`src/hdl/fir_circ_pkg.sv`:
```
package fir_circ_pkg;

  // Fixed field widths of the transaction and configuration formats, and the minimum tap count.
  localparam int TAP_BITS      = 18;
  localparam int TAP_IDX_BITS  = 10;
  localparam int TC_BITS       = 10;
  localparam int REQ_BITS      = 2;
  localparam int CFG_IDX_BITS  = 2;
  localparam int CFG_DATA_BITS = 10;
  localparam int MIN_TAPS      = 3;

  // Request codes.
  localparam logic [REQ_BITS-1:0] REQ_SAMPLE = 2'd0;
  localparam logic [REQ_BITS-1:0] REQ_TAP    = 2'd1;
  localparam logic [REQ_BITS-1:0] REQ_CLEAR  = 2'd2;

  // Configuration register indexes.
  localparam logic [CFG_IDX_BITS-1:0] CFG_TAP_COUNT = 2'd0;
  localparam logic [CFG_IDX_BITS-1:0] CFG_BYPASS    = 2'd1;

  // Commands from the controller to the datapath.
  typedef struct packed {
    logic cnt_zero;    // restart the shared address counter
    logic sweep;       // write zeros into the history at the counter
    logic sweep_taps;  // also write zeros into the tap store
    logic start;       // store the new sample and set up the read pointer
    logic issue;       // read one tap and one history entry
    logic latch;       // hold the incoming sample for pass-through
    logic tap_wr;      // write one coefficient
    logic out_load;    // load the output register
    logic out_byp;     // output register takes the held sample
  } fir_circ_cmd_t;

  // Status from the datapath to the controller.
  typedef struct packed {
    logic bypass;
    logic sweep_last;
    logic issue_last;
    logic pipe_busy;
  } fir_circ_stat_t;

endpackage

```
`src/hdl/fir_circ_ctrl.sv`:
```
module fir_circ_ctrl (
  input  logic                                 clk,
  input  logic                                 rst_n,
  input  logic                                 in_valid,
  input  logic [fir_circ_pkg::REQ_BITS-1:0]    in_req_type,
  output logic                                 in_ready,
  input  logic                                 out_ready,
  output logic                                 out_valid,
  input  fir_circ_pkg::fir_circ_stat_t         stat,
  output fir_circ_pkg::fir_circ_cmd_t          cmd
);

  import fir_circ_pkg::*;

  localparam logic [2:0] ST_CLEAR   = 3'd0;
  localparam logic [2:0] ST_IDLE    = 3'd1;
  localparam logic [2:0] ST_MAC     = 3'd2;
  localparam logic [2:0] ST_DRAIN   = 3'd3;
  localparam logic [2:0] ST_OUT_FIR = 3'd4;
  localparam logic [2:0] ST_OUT_BYP = 3'd5;

  logic [2:0] state_r, state_nxt;
  logic       init_r, init_nxt;
  logic       out_valid_r, out_valid_nxt;
  logic       out_free;

  // The output register can take a new result when empty or being drained.
  assign out_free = !out_valid_r || out_ready;

  // Next-state and command decode.
  always_comb begin
    state_nxt = state_r;
    init_nxt  = init_r;
    cmd       = '0;
    in_ready  = 1'b0;
    case (state_r)
      ST_CLEAR: begin
        cmd.sweep      = 1'b1;
        cmd.sweep_taps = init_r;
        if (stat.sweep_last) begin
          state_nxt = ST_IDLE;
          init_nxt  = 1'b0;
        end
      end
      ST_IDLE: begin
        in_ready = 1'b1;
        if (in_valid) begin
          case (in_req_type)
            REQ_SAMPLE: begin
              if (stat.bypass) begin
                cmd.latch = 1'b1;
                state_nxt = ST_OUT_BYP;
              end else begin
                cmd.start    = 1'b1;
                cmd.cnt_zero = 1'b1;
                state_nxt    = ST_MAC;
              end
            end
            REQ_TAP: begin
              cmd.tap_wr = 1'b1;
            end
            REQ_CLEAR: begin
              cmd.cnt_zero = 1'b1;
              state_nxt    = ST_CLEAR;
            end
            default: begin
            end
          endcase
        end
      end
      ST_MAC: begin
        cmd.issue = 1'b1;
        if (stat.issue_last) begin
          state_nxt = ST_DRAIN;
        end
      end
      ST_DRAIN: begin
        if (!stat.pipe_busy) begin
          state_nxt = ST_OUT_FIR;
        end
      end
      ST_OUT_FIR, ST_OUT_BYP: begin
        if (out_free) begin
          cmd.out_load = 1'b1;
          cmd.out_byp  = (state_r == ST_OUT_BYP);
          state_nxt    = ST_IDLE;
        end
      end
      default: begin
        state_nxt = ST_IDLE;
      end
    endcase
  end

  // The result stays valid until the output side takes it.
  always_comb begin
    out_valid_nxt = out_valid_r;
    if (cmd.out_load) begin
      out_valid_nxt = 1'b1;
    end else if (out_ready) begin
      out_valid_nxt = 1'b0;
    end
  end

  always_ff @(posedge clk) begin
    if (!rst_n) begin
      state_r     <= ST_CLEAR;
      init_r      <= 1'b1;
      out_valid_r <= 1'b0;
    end else begin
      state_r     <= state_nxt;
      init_r      <= init_nxt;
      out_valid_r <= out_valid_nxt;
    end
  end

  assign out_valid = out_valid_r;

endmodule

```
`config.mk`:
```
export PLATFORM = sky130hd
export DESIGN_NAME = fir_circ_ctrl
export DESIGN_NICKNAME = d
export VERILOG_FILES = /design/src/hdl/fir_circ_pkg.sv /design/src/hdl/fir_circ_ctrl.sv
export SDC_FILE = /design/constraint.sdc
export NUM_CORES = 1
export LEC_CHECK = 0
export BUFFER_PORTS_ARGS = -buffer_cell sky130_fd_sc_hd__buf_2
export CAP_MARGIN = 10
export CORE_AREA = 3 3 40 42
export CTS_BUF_LIST = sky130_fd_sc_hd__clkbuf_2
export DETAILED_ROUTE_END_ITERATION = 16
export DIE_AREA = 0 0 43 45
export PLACE_DENSITY_LB_ADDON = 0.2
export REMOVE_ABC_BUFFERS = 1
export SETUP_SLACK_MARGIN = 0.05
export SYNTH_ARGS = -nofsm -noshare
export SYNTH_HDL_FRONTEND = slang
export SYNTH_SLANG_ARGS = --single-unit
```
`constraint.sdc`:
```
create_clock -name clk -period 1 [get_ports clk]
set_clock_uncertainty 0.05 [all_clocks]
set_input_delay 0.1 -clock clk [delete_from_list [all_inputs] [get_ports clk]]
set_output_delay 0.1 -clock clk [all_outputs]
set_load 0.01 [all_outputs]
```
==> results of run 1 <==
## repair_timing
item | in CTS | in global routing
resized for setup | 18 | 7
hold buffers | 0 | 0
setup endpoints to repair | 15 | 15
cloned | 0 | 0
pin swaps | 8 | 3
setup buffers | 6 | 1
## worst max path at each step
| stage | to | from | slack, ns | cells after the start |
|---|---|---|---|---|
| global placement | cmd[3] | state_r[1]$_SDFFE_PN0P_ | -0.21 | 4 |
| finish | cmd[3] | state_r[2]$_SDFFE_PN0P_ | -0.34 | 4 |
| floorplan | cmd[6] | state_r[1]$_SDFFE_PN0P_ | -0.17 | 2 |
| detailed placement | cmd[0] | state_r[0]$_SDFFE_PN0P_ | -0.21 | 4 |
| global route | cmd[3] | state_r[1]$_SDFFE_PN0P_ | -0.46 | 4 |
| CTS | cmd[3] | state_r[2]$_SDFFE_PN0P_ | -0.35 | 4 |
## flip-flops by register name, summed over array words and instances (netlist names)
| name | flops |
|---|---|
| out_valid | 1 |
| state_r | 3 |
| init_r | 1 |
## through the flow
| step | utilization, % | cell area [sq um] | cells | worst slack (ns) | setup TNS, ns |
|---|---|---|---|---|---|
| after detailed placement | 41.8 | 537 | 90 | -0.213 | -1.73 |
| final | 54.9 | 706 | 101 | -0.342 | -3.45 |
| after global placement | 41.8 | 537 | 90 | -0.212 | -1.55 |
| after floorplan | - | 373 | 49 | -0.172 | -0.942 |
| after CTS | 51.8 | 666 | 100 | -0.349 | -3.39 |
| after global routing | 54.9 | 706 | 101 | -0.458 | -4.70 |
## cell usage after synthesis
| library cell | n |
|---|---|
| a2111oi_2 | 1 |
| a211oi_1 | 1 |
| a21oi_1 | 3 |
| a22oi_2 | 1 |
| a311oi_2 | 1 |
| and2_1 | 2 |
| and2b_2 | 1 |
| and2b_4 | 1 |
| buf_4 | 2 |
| buf_6 | 1 |
| dfxtp_1 | 5 |
| inv_1 | 5 |
| nand2_1 | 6 |
| nand2b_1 | 4 |
| nand3_1 | 1 |
| nand3b_1 | 1 |
| nand4_1 | 1 |
| nor2_1 | 3 |
| nor2_2 | 1 |
| nor2b_2 | 1 |
| nor3_1 | 5 |
| nor3_2 | 1 |
| nor3b_1 | 1 |
| o211a_1 | 1 |
| o21a_1 | 1 |
| o21ai_0 | 1 |
## logic make-up (layout without fill, tap and decap cells)
group                  after synthesis  in the layout  synth area share, %
AND/OR/NAND/NOR                     29             29                 41.7
AO/OA/AOI/OAI                       10             10                 21.9
buffers and inverters                8             42                 11.3
flip-flops                           5              5                 25.1
## area by class of cell
| cell class | count | area (sq um) | area share (%) |
|---|---|---|---|
| clock buffers | 4 | 20.0 | 2.84 |
| inverters | 5 | 18.8 | 2.66 |
| multi-input cells | 39 | 322 | 45.6 |
| flip-flops and latches | 5 | 111 | 15.8 |
| well taps | 15 | 18.8 | 2.66 |
| repair buffers | 33 | 215 | 30.5 |
## worst reg2reg max path: cells and delay by family (launching register included)
| kind | cells | cell delay [ns] |
|---|---|---|
| DFF | 1 | 0.37 |
| AOI/OAI and AO/OA | 3 | 0.35 |
| buffers and inverters | 2 | 0.23 |
| and+or+nand+nor | 1 | 0.16 |
## power by group
| group | internal (mW) | switching (mW) | total, mW | leakage (nW) |
|---|---|---|---|---|
| Clock | 0.106 | 0.0876 | 0.193 | 0.0166 |
| Combinational | 0.153 | 0.145 | 0.298 | 0.297 |
| Sequential | 0.214 | 0.0220 | 0.236 | 0.0431 |
## per-layer routing
metal | track usage (%) | part of all wire [%] | wire length [um] | vias to the layer above
met3 | 3.98 | 5.9 | 68 | 4
met2 | 20.1 | 49 | 564 | 13
met4 | 14.5 | 2.4 | 27 | 0
li1 | - | - | - | 246
met5 | 0 | 0 | 0 | -
met1 | 15.2 | 43 | 488 | 208
==> flow_metrics.py, run 1 <==
metrics = {
    "finish": {
        "layout_common_cells": "buf_2 (19), buf_4 (10), inv_1 (5)",
        "fillCellCount": 124,
        "layout-drive-gt1-share_pct": 69.8,
        "areaGrowthSynthToFinish_pct": 76.8,
        "antennaDiodeCount": 0,
        "num-nets-final": 97,
        "mostFrequentLayoutCell": "buf_2",
    },
    "status": {
        "run_status": "finished with violations",
        "violations_in_the_final_reports": "negative setup slack",
    },
    "clock_network": {
        "clk_latency_ns": 0.23,
        "cts-buffers-inserted": 3,
        "maximum_level_of_the_cts_h_tree": 1,
        "clockRootBuffer": "clkbuf_2",
        "clock_tree_from_tritoncts": "yes",
        "clk_pin_slew_ns": 0.05,
        "tritoncts_num_sinks": 5,
        "max-clock-path-buffers": 2,
    },
    "worst_hold_path": {
        "worst_hold_path_type": "input port to flip-flop",
        "holdPathStages": 2,
        "min_from": "rst_n",
        "min_to": "init_r$_SDFFE_PN1P_",
    },
    "die": {
        "fp.coreArea_sq_um": 1280,
        "fp.dieArea_sq_um": 1940,
        "die_h_um": 45,
        "floorplan.die.width_um": 43,
        "initial_core_util_pct": 31.1,
        "rows": 13,
        "io-pin-count": 21,
    },
    "synth": {
        "ys.warnings.count": 0,
        "postSynthRegisterBits": 5,
        "yosysTopAreaCell": "dfxtp_1",
        "ys_top_cells_by_area": "dfxtp_1 (25%), nand2b_1 (6.3%), nor3_1 (6.3%)",
        "synthDistinctLibCells": 26,
        "synth_seq_area_share_pct": 25.1,
        "synth_area_sq_um": 399,
        "syn-instance-count": 52,
        "yosys.area.top_type_share_pct": 25.1,
        "postSynthAreaPerCell_sq_um": 7.68,
    },
    "worst_setup_path": {
        "crit_arrival_ns": 1.19,
        "worst_setup_path_class": "flip-flop to output pin",
        "crit-reg2reg-capture": "state_r[2]$_SDFFE_PN0P_",
        "kind_of_cell_with_the_highest_combined_delay_on_the_critical_path": "simple AND/OR/NAND/NOR gates",
        "crit_slowest_cell": "dfxtp_4",
        "crit_chain": "nor2_4 > nand4_1 > nor3b_2 > buf_2",
        "reg2regPathDepth": 6,
        "worst_ep_required_time_ns": 0.85,
        "critPathBufInv": 1,
        "crit_path_start_kind": "flip-flop",
        "slowest_delay_ns": 0.37,
        "timing.critical_path.to_type": "output pin",
        "critical_path.reg2reg.startpoint": "state_r[1]$_SDFFE_PN0P_",
        "path_max_fanout": 5,
        "reg2reg_slack_ns": -0.30,
    },
    "timing": {
        "worst_slew_pin_slew_ns": 0.246,
        "timing.fmax_mhz": 745,
        "grt_setup_unrepaired": "true",
        "period_share_pct": 134,
        "post-route-worst-setup-slack_ns": -0.342,
        "fin_crit_ns": 1.34,
        "report.final.slew_viol_count": 0,
        "hold_ws_ns": 0.0288,
        "maxSlewHeadroom_pct": 83.4,
        "report.final.setup_viol": 14,
        "final_hold_fails": 0,
    },
    "drt": {
        "route.final.wire_length_um": 1150,
        "routed_via_density": 4.66,
        "route.detailed.drc": 0,
        "vias": 471,
        "firstDrtPassIters": 3,
        "drt-wirelength-per-cell_um": 11.4,
        "detail-route-antenna-nets": 0,
        "first_iter_violations": 6,
    },
    "grt": {
        "number_of_global_route_vias_before_repair": 431,
        "grt_first_pass_wirelength_um": 1830,
        "grt_start_max_net_pins": 7,
        "gr-usage-all-layers_pct": 13.7,
        "globalRouteOverflowTotal": 0,
        "grt_antenna_before_repair": 0,
    },
    "job": {
        "max-cap-violations": 0,
    },
    "pwr": {
        "vdd_ir_drop_max_uv": 569,
        "power_uw": 727,
        "pwr_density_cell_nw_per_um2": 1030,
        "leakage_power_summed_over_all_cells_nw": 0.356,
    },
    "place": {
        "buffer_ports.inserted": 20,
        "gp_congestion": 0.783,
        "dpl.hpwl_um": 799,
    },
}
Note: power is estimated with default switching activity, not from simulation.
==> run 2, diff against run 1 <==
- SKIP_CTS_REPAIR_TIMING: unset -> 1
- SKIP_LAST_GASP: unset -> 1
==> flow_metrics.py, run 2 (same netlist as run 1, synthesis figures left out) <==
metrics = {
    "clock_network": {
        "max-clock-path-buffers": 2,
        "clk_pin_slew_ns": 0.05,
        "cts-buffers-inserted": 3,
        "tritoncts_num_sinks": 5,
        "clk_latency_ns": 0.22,
        "clock_tree_from_tritoncts": "yes",
        "maximum_level_of_the_cts_h_tree": 1,
        "clockRootBuffer": "clkbuf_2",
    },
    "drt": {
        "firstDrtPassIters": 4,
        "first_iter_violations": 17,
        "route.detailed.drc": 0,
        "routed_via_density": 4.85,
        "vias": 470,
        "route.final.wire_length_um": 1150,
        "detail-route-antenna-nets": 0,
        "drt-wirelength-per-cell_um": 11.9,
    },
    "die": {
        "initial_core_util_pct": 31.1,
        "io-pin-count": 21,
        "fp.dieArea_sq_um": 1940,
        "die_h_um": 45,
        "fp.coreArea_sq_um": 1280,
        "rows": 13,
        "floorplan.die.width_um": 43,
    },
    "worst_hold_path": {
        "worst_hold_path_type": "input port to flip-flop",
    },
    "finish": {
        "areaGrowthSynthToFinish_pct": 66.1,
        "largest_register_ff_count": 3,
        "largest_register": "state_r",
        "layout_common_cells": "buf_2 (19), buf_4 (9), nand2_1 (6), inv_1 (5)",
        "num-nets-final": 93,
        "layout-drive-gt1-share_pct": 65.9,
        "postLayoutCoreUtil_pct": 51.6,
        "mostFrequentLayoutCell": "buf_2",
        "final-instance-count-excl-fill": 97,
        "antennaDiodeCount": 0,
    },
    "grt": {
        "grt_start_max_net_pins": 10,
        "gr-usage-all-layers_pct": 12.0,
        "grt_antenna_before_repair": 0,
        "globalRouteOverflowTotal": 0,
        "grt_first_pass_wirelength_um": 1580,
        "number_of_global_route_vias_before_repair": 383,
    },
    "pwr": {
        "vdd_ir_drop_max_uv": 537,
        "combPwrFrac_pct": 37.5,
        "pwr_density_cell_nw_per_um2": 1040,
        "power.clock.fraction_pct": 27.9,
        "share_seq_of_total_power_pct": 34.6,
        "p_int_uw": 446,
        "netSwitchingPower_uw": 243,
        "net_switching_share_of_the_total_power_pct": 35.3,
        "leakage_power_summed_over_all_cells_nw": 0.333,
    },
    "place": {
        "pre_cts_slack_ns": -0.213,
        "dp.cells": 90,
        "gp_congestion": 0.783,
        "dpl.hpwl_um": 799,
        "buffer_ports.inserted": 20,
    },
    "timing": {
        "period_share_pct": 137,
        "timing.fmax_mhz": 732,
        "final_hold_fails": 0,
        "report.final.setup_viol": 15,
        "worst_slew_pin_slew_ns": 0.270,
        "fin_crit_ns": 1.37,
        "maxSlewHeadroom_pct": 81.8,
        "report.final.slew_viol_count": 0,
        "grt_setup_unrepaired": "true",
        "post-route-worst-setup-slack_ns": -0.366,
    },
    "worst_setup_path": {
        "crit_slowest_cell": "dfxtp_4",
        "crit_path_start_kind": "flip-flop",
        "slowest_delay_ns": 0.36,
        "crit_chain": "buf_4 > and2b_4 > and2_4 > buf_6",
        "path_max_fanout": 4,
        "timing.critical_path.to_type": "output pin",
        "worst_setup_path_class": "flip-flop to output pin",
        "crit_arrival_ns": 1.22,
        "worst_ep_required_time_ns": 0.85,
    },
    "status": {
        "run_status": "finished with violations",
        "violations_in_the_final_reports": "negative setup slack",
    },
    "job": {
        "max-cap-violations": 0,
    },
}
-- run 2: path summary, 6_finish.rpt --
| path | cells past startpoint | slack, ns | start | end |
|---|---|---|---|---|
| max | 4 | -0.37 | state_r[2]$_SDFFE_PN0P_ | cmd[4] |
| min reg2reg | 2 | 0.39 | init_r$_SDFFE_PN1P_ | init_r$_SDFFE_PN1P_ |
| min | 2 | 0.02 | rst_n | init_r$_SDFFE_PN1P_ |
| max reg2reg | 5 | -0.27 | state_r[2]$_SDFFE_PN0P_ | state_r[2]$_SDFFE_PN0P_ |
-- run 2: worst max-delay path, delay by kind of cell (launching register included) --
| family | cells | cell delay (ns) |
|---|---|---|
| buf+inv | 2 | 0.24 |
| flops | 1 | 0.36 |
| simple gates | 2 | 0.40 |
-- run 2: power groups by stage --
| stage | combinational, mW | sequential, mW | clock [mW] |
|---|---|---|---|
| final | 0.259 | 0.239 | 0.192 |
| after CTS | 0.220 | 0.236 | 0.205 |
| after floorplan | 0.126 | 0.235 | 0 |
| after global placement | 0.222 | 0.238 | 0 |
| after detailed placement | 0.219 | 0.241 | 0 |
| after global routing | 0.285 | 0.241 | 0.221 |
-- run 2: area by class of cell --
cell class                      count  area (sq um)
Clock buffer                        4          20.0
Fill cell                         121           622
Inverter                            5          18.8
Multi-Input combinational cell     39           320
Sequential cell                     5           111
Tap cell                           15          18.8
Timing Repair Buffer               29           174
-- run 2: metal layers --
metal / up-vias / part of all wire (%) / track usage (%)
li1: 238 / - / -
met1: 213 / 41 / 12.6
met2: 15 / 51 / 17.4
met3: 4 / 6.2 / 3.98
met4: 0 / 2.3 / 14.5
met5: - / 0 / 0
-- run 2: stage by stage --
step | area (sq um) | setup TNS, ns | power, mW | hold slack [ns]
after global placement | 537 | -1.55 | 0.460 | 0.241
after detailed placement | 537 | -1.73 | 0.460 | 0.251
after global routing | 663 | -4.77 | 0.747 | 0.0155
after CTS | 557 | -4.43 | 0.662 | 0.0103
final | 663 | -3.63 | 0.689 | 0.0208
after floorplan | 373 | -0.942 | 0.362 | 0.112
==> run 3, diff against run 2 <==
- SETUP_SLACK_MARGIN: 0.05 -> 0.4
==> flow_metrics.py, run 3 (same netlist as run 1, synthesis figures left out) <==
metrics = {
    "status": {
        "run_status": "finished with violations",
        "violations_in_the_final_reports": "negative setup slack",
    },
    "drt": {
        "vias": 473,
        "detail-route-antenna-nets": 0,
        "drt-wirelength-per-cell_um": 12.4,
        "routed_via_density": 4.88,
        "route.final.wire_length_um": 1200,
        "firstDrtPassIters": 4,
        "first_iter_violations": 17,
        "route.detailed.drc": 0,
    },
    "place": {
        "dp.cells": 90,
        "gp_congestion": 0.783,
        "buffer_ports.inserted": 20,
        "dpl.hpwl_um": 799,
    },
    "clock_network": {
        "clk_pin_slew_ns": 0.05,
        "cts-buffers-inserted": 3,
        "tritoncts_num_sinks": 5,
        "clockRootBuffer": "clkbuf_2",
        "clk_latency_ns": 0.23,
        "clock_tree_from_tritoncts": "yes",
        "max-clock-path-buffers": 2,
        "maximum_level_of_the_cts_h_tree": 1,
    },
    "finish": {
        "num-nets-final": 93,
        "final-instance-count-excl-fill": 97,
        "layout_common_cells": "buf_2 (18), buf_4 (9), nand2_1 (6), inv_1 (5)",
        "largest_register": "state_r",
        "fillCellCount": 119,
        "areaGrowthSynthToFinish_pct": 68.0,
        "mostFrequentLayoutCell": "buf_2",
        "antennaDiodeCount": 0,
        "layout-drive-gt1-share_pct": 67.1,
        "largest_register_ff_count": 3,
    },
    "grt": {
        "globalRouteOverflowTotal": 0,
        "number_of_global_route_vias_before_repair": 383,
        "grt_start_max_net_pins": 10,
        "grt_first_pass_wirelength_um": 1580,
        "gr-usage-all-layers_pct": 12.0,
        "grt_antenna_before_repair": 0,
    },
    "die": {
        "fp.dieArea_sq_um": 1940,
        "io-pin-count": 21,
        "floorplan.die.width_um": 43,
        "rows": 13,
        "die_h_um": 45,
        "fp.coreArea_sq_um": 1280,
        "initial_core_util_pct": 31.1,
    },
    "worst_setup_path": {
        "worst_setup_path_class": "flip-flop to output pin",
        "path_max_fanout": 4,
        "crit_path_start_kind": "flip-flop",
        "worst_ep_required_time_ns": 0.85,
        "crit_arrival_ns": 1.22,
        "timing.critical_path.to_type": "output pin",
    },
    "worst_hold_path": {
        "worst_hold_path_type": "input port to flip-flop",
    },
    "timing": {
        "worst_slew_pin_slew_ns": 0.257,
        "timing.fmax_mhz": 732,
        "period_share_pct": 137,
        "report.final.slew_viol_count": 0,
        "final_hold_fails": 0,
        "fin_crit_ns": 1.37,
        "maxSlewHeadroom_pct": 82.8,
        "post-route-worst-setup-slack_ns": -0.365,
        "report.final.setup_viol": 15,
        "grt_setup_unrepaired": "true",
        "hold_ws_ns": 0.0223,
    },
    "pwr": {
        "pwr_density_cell_nw_per_um2": 1030,
        "vdd_ir_drop_max_uv": 539,
        "leakage_power_summed_over_all_cells_nw": 0.334,
    },
    "job": {
        "max-cap-violations": 0,
    },
}
-- run 3: critical path: stages, from the launching register on --
cell,delay (ns)
dfxtp_4,0.36
buf_4,0.15
and2b_4,0.26
and2_4,0.14
buf_6,0.09
-- run 3: area by class of cell --
| class | instances | area, sq um | share of cell area (%) |
|---|---|---|---|
| tap | 15 | 18.8 | 2.80 |
| timing repair buffer | 29 | 180 | 26.9 |
| multi-input combinational | 39 | 320 | 47.8 |
| sequential | 5 | 113 | 16.8 |
| inverter | 5 | 18.8 | 2.80 |
| clock buffer | 4 | 20.0 | 2.99 |
-- run 3: per-stage QoR --
stage                     instance area [sq um]  utilization [%]  setup TNS (ns)  setup slack, ns  power [mW]
after floorplan                             373                -          -0.942           -0.172       0.362
after detailed placement                    537             41.8           -1.73           -0.213       0.460
after CTS                                   557             43.3           -4.43           -0.487       0.662
final                                       671             52.2           -3.65           -0.365       0.693
after global placement                      537             41.8           -1.55           -0.212       0.460
after global routing                        671             52.2           -4.81           -0.488       0.751
-- run 3: report_power, final --
part	switching (mW)	internal, mW	leakage [nW]
clock	0.0870	0.106	0.0166
combinational	0.132	0.128	0.274
sequential	0.0258	0.214	0.0436
-- run 3: per-layer routing --
metal	share of wire [%]	up-vias	global-route usage, %
met5	0	-	0
met4	2.2	0	14.5
met3	6.3	4	3.98
met2	52	17	17.4
met1	39	216	12.6
li1	-	236	-
-- run 3: worst paths after layout --
kind                        endpoint  cells after the start                     from  slack, ns
max                           cmd[4]                      4  state_r[2]$_SDFFE_PN0P_      -0.37
min              init_r$_SDFFE_PN1P_                      2                    rst_n       0.02
max reg2reg  state_r[2]$_SDFFE_PN0P_                      5  state_r[2]$_SDFFE_PN0P_      -0.27
min reg2reg      init_r$_SDFFE_PN1P_                      2      init_r$_SDFFE_PN1P_       0.39
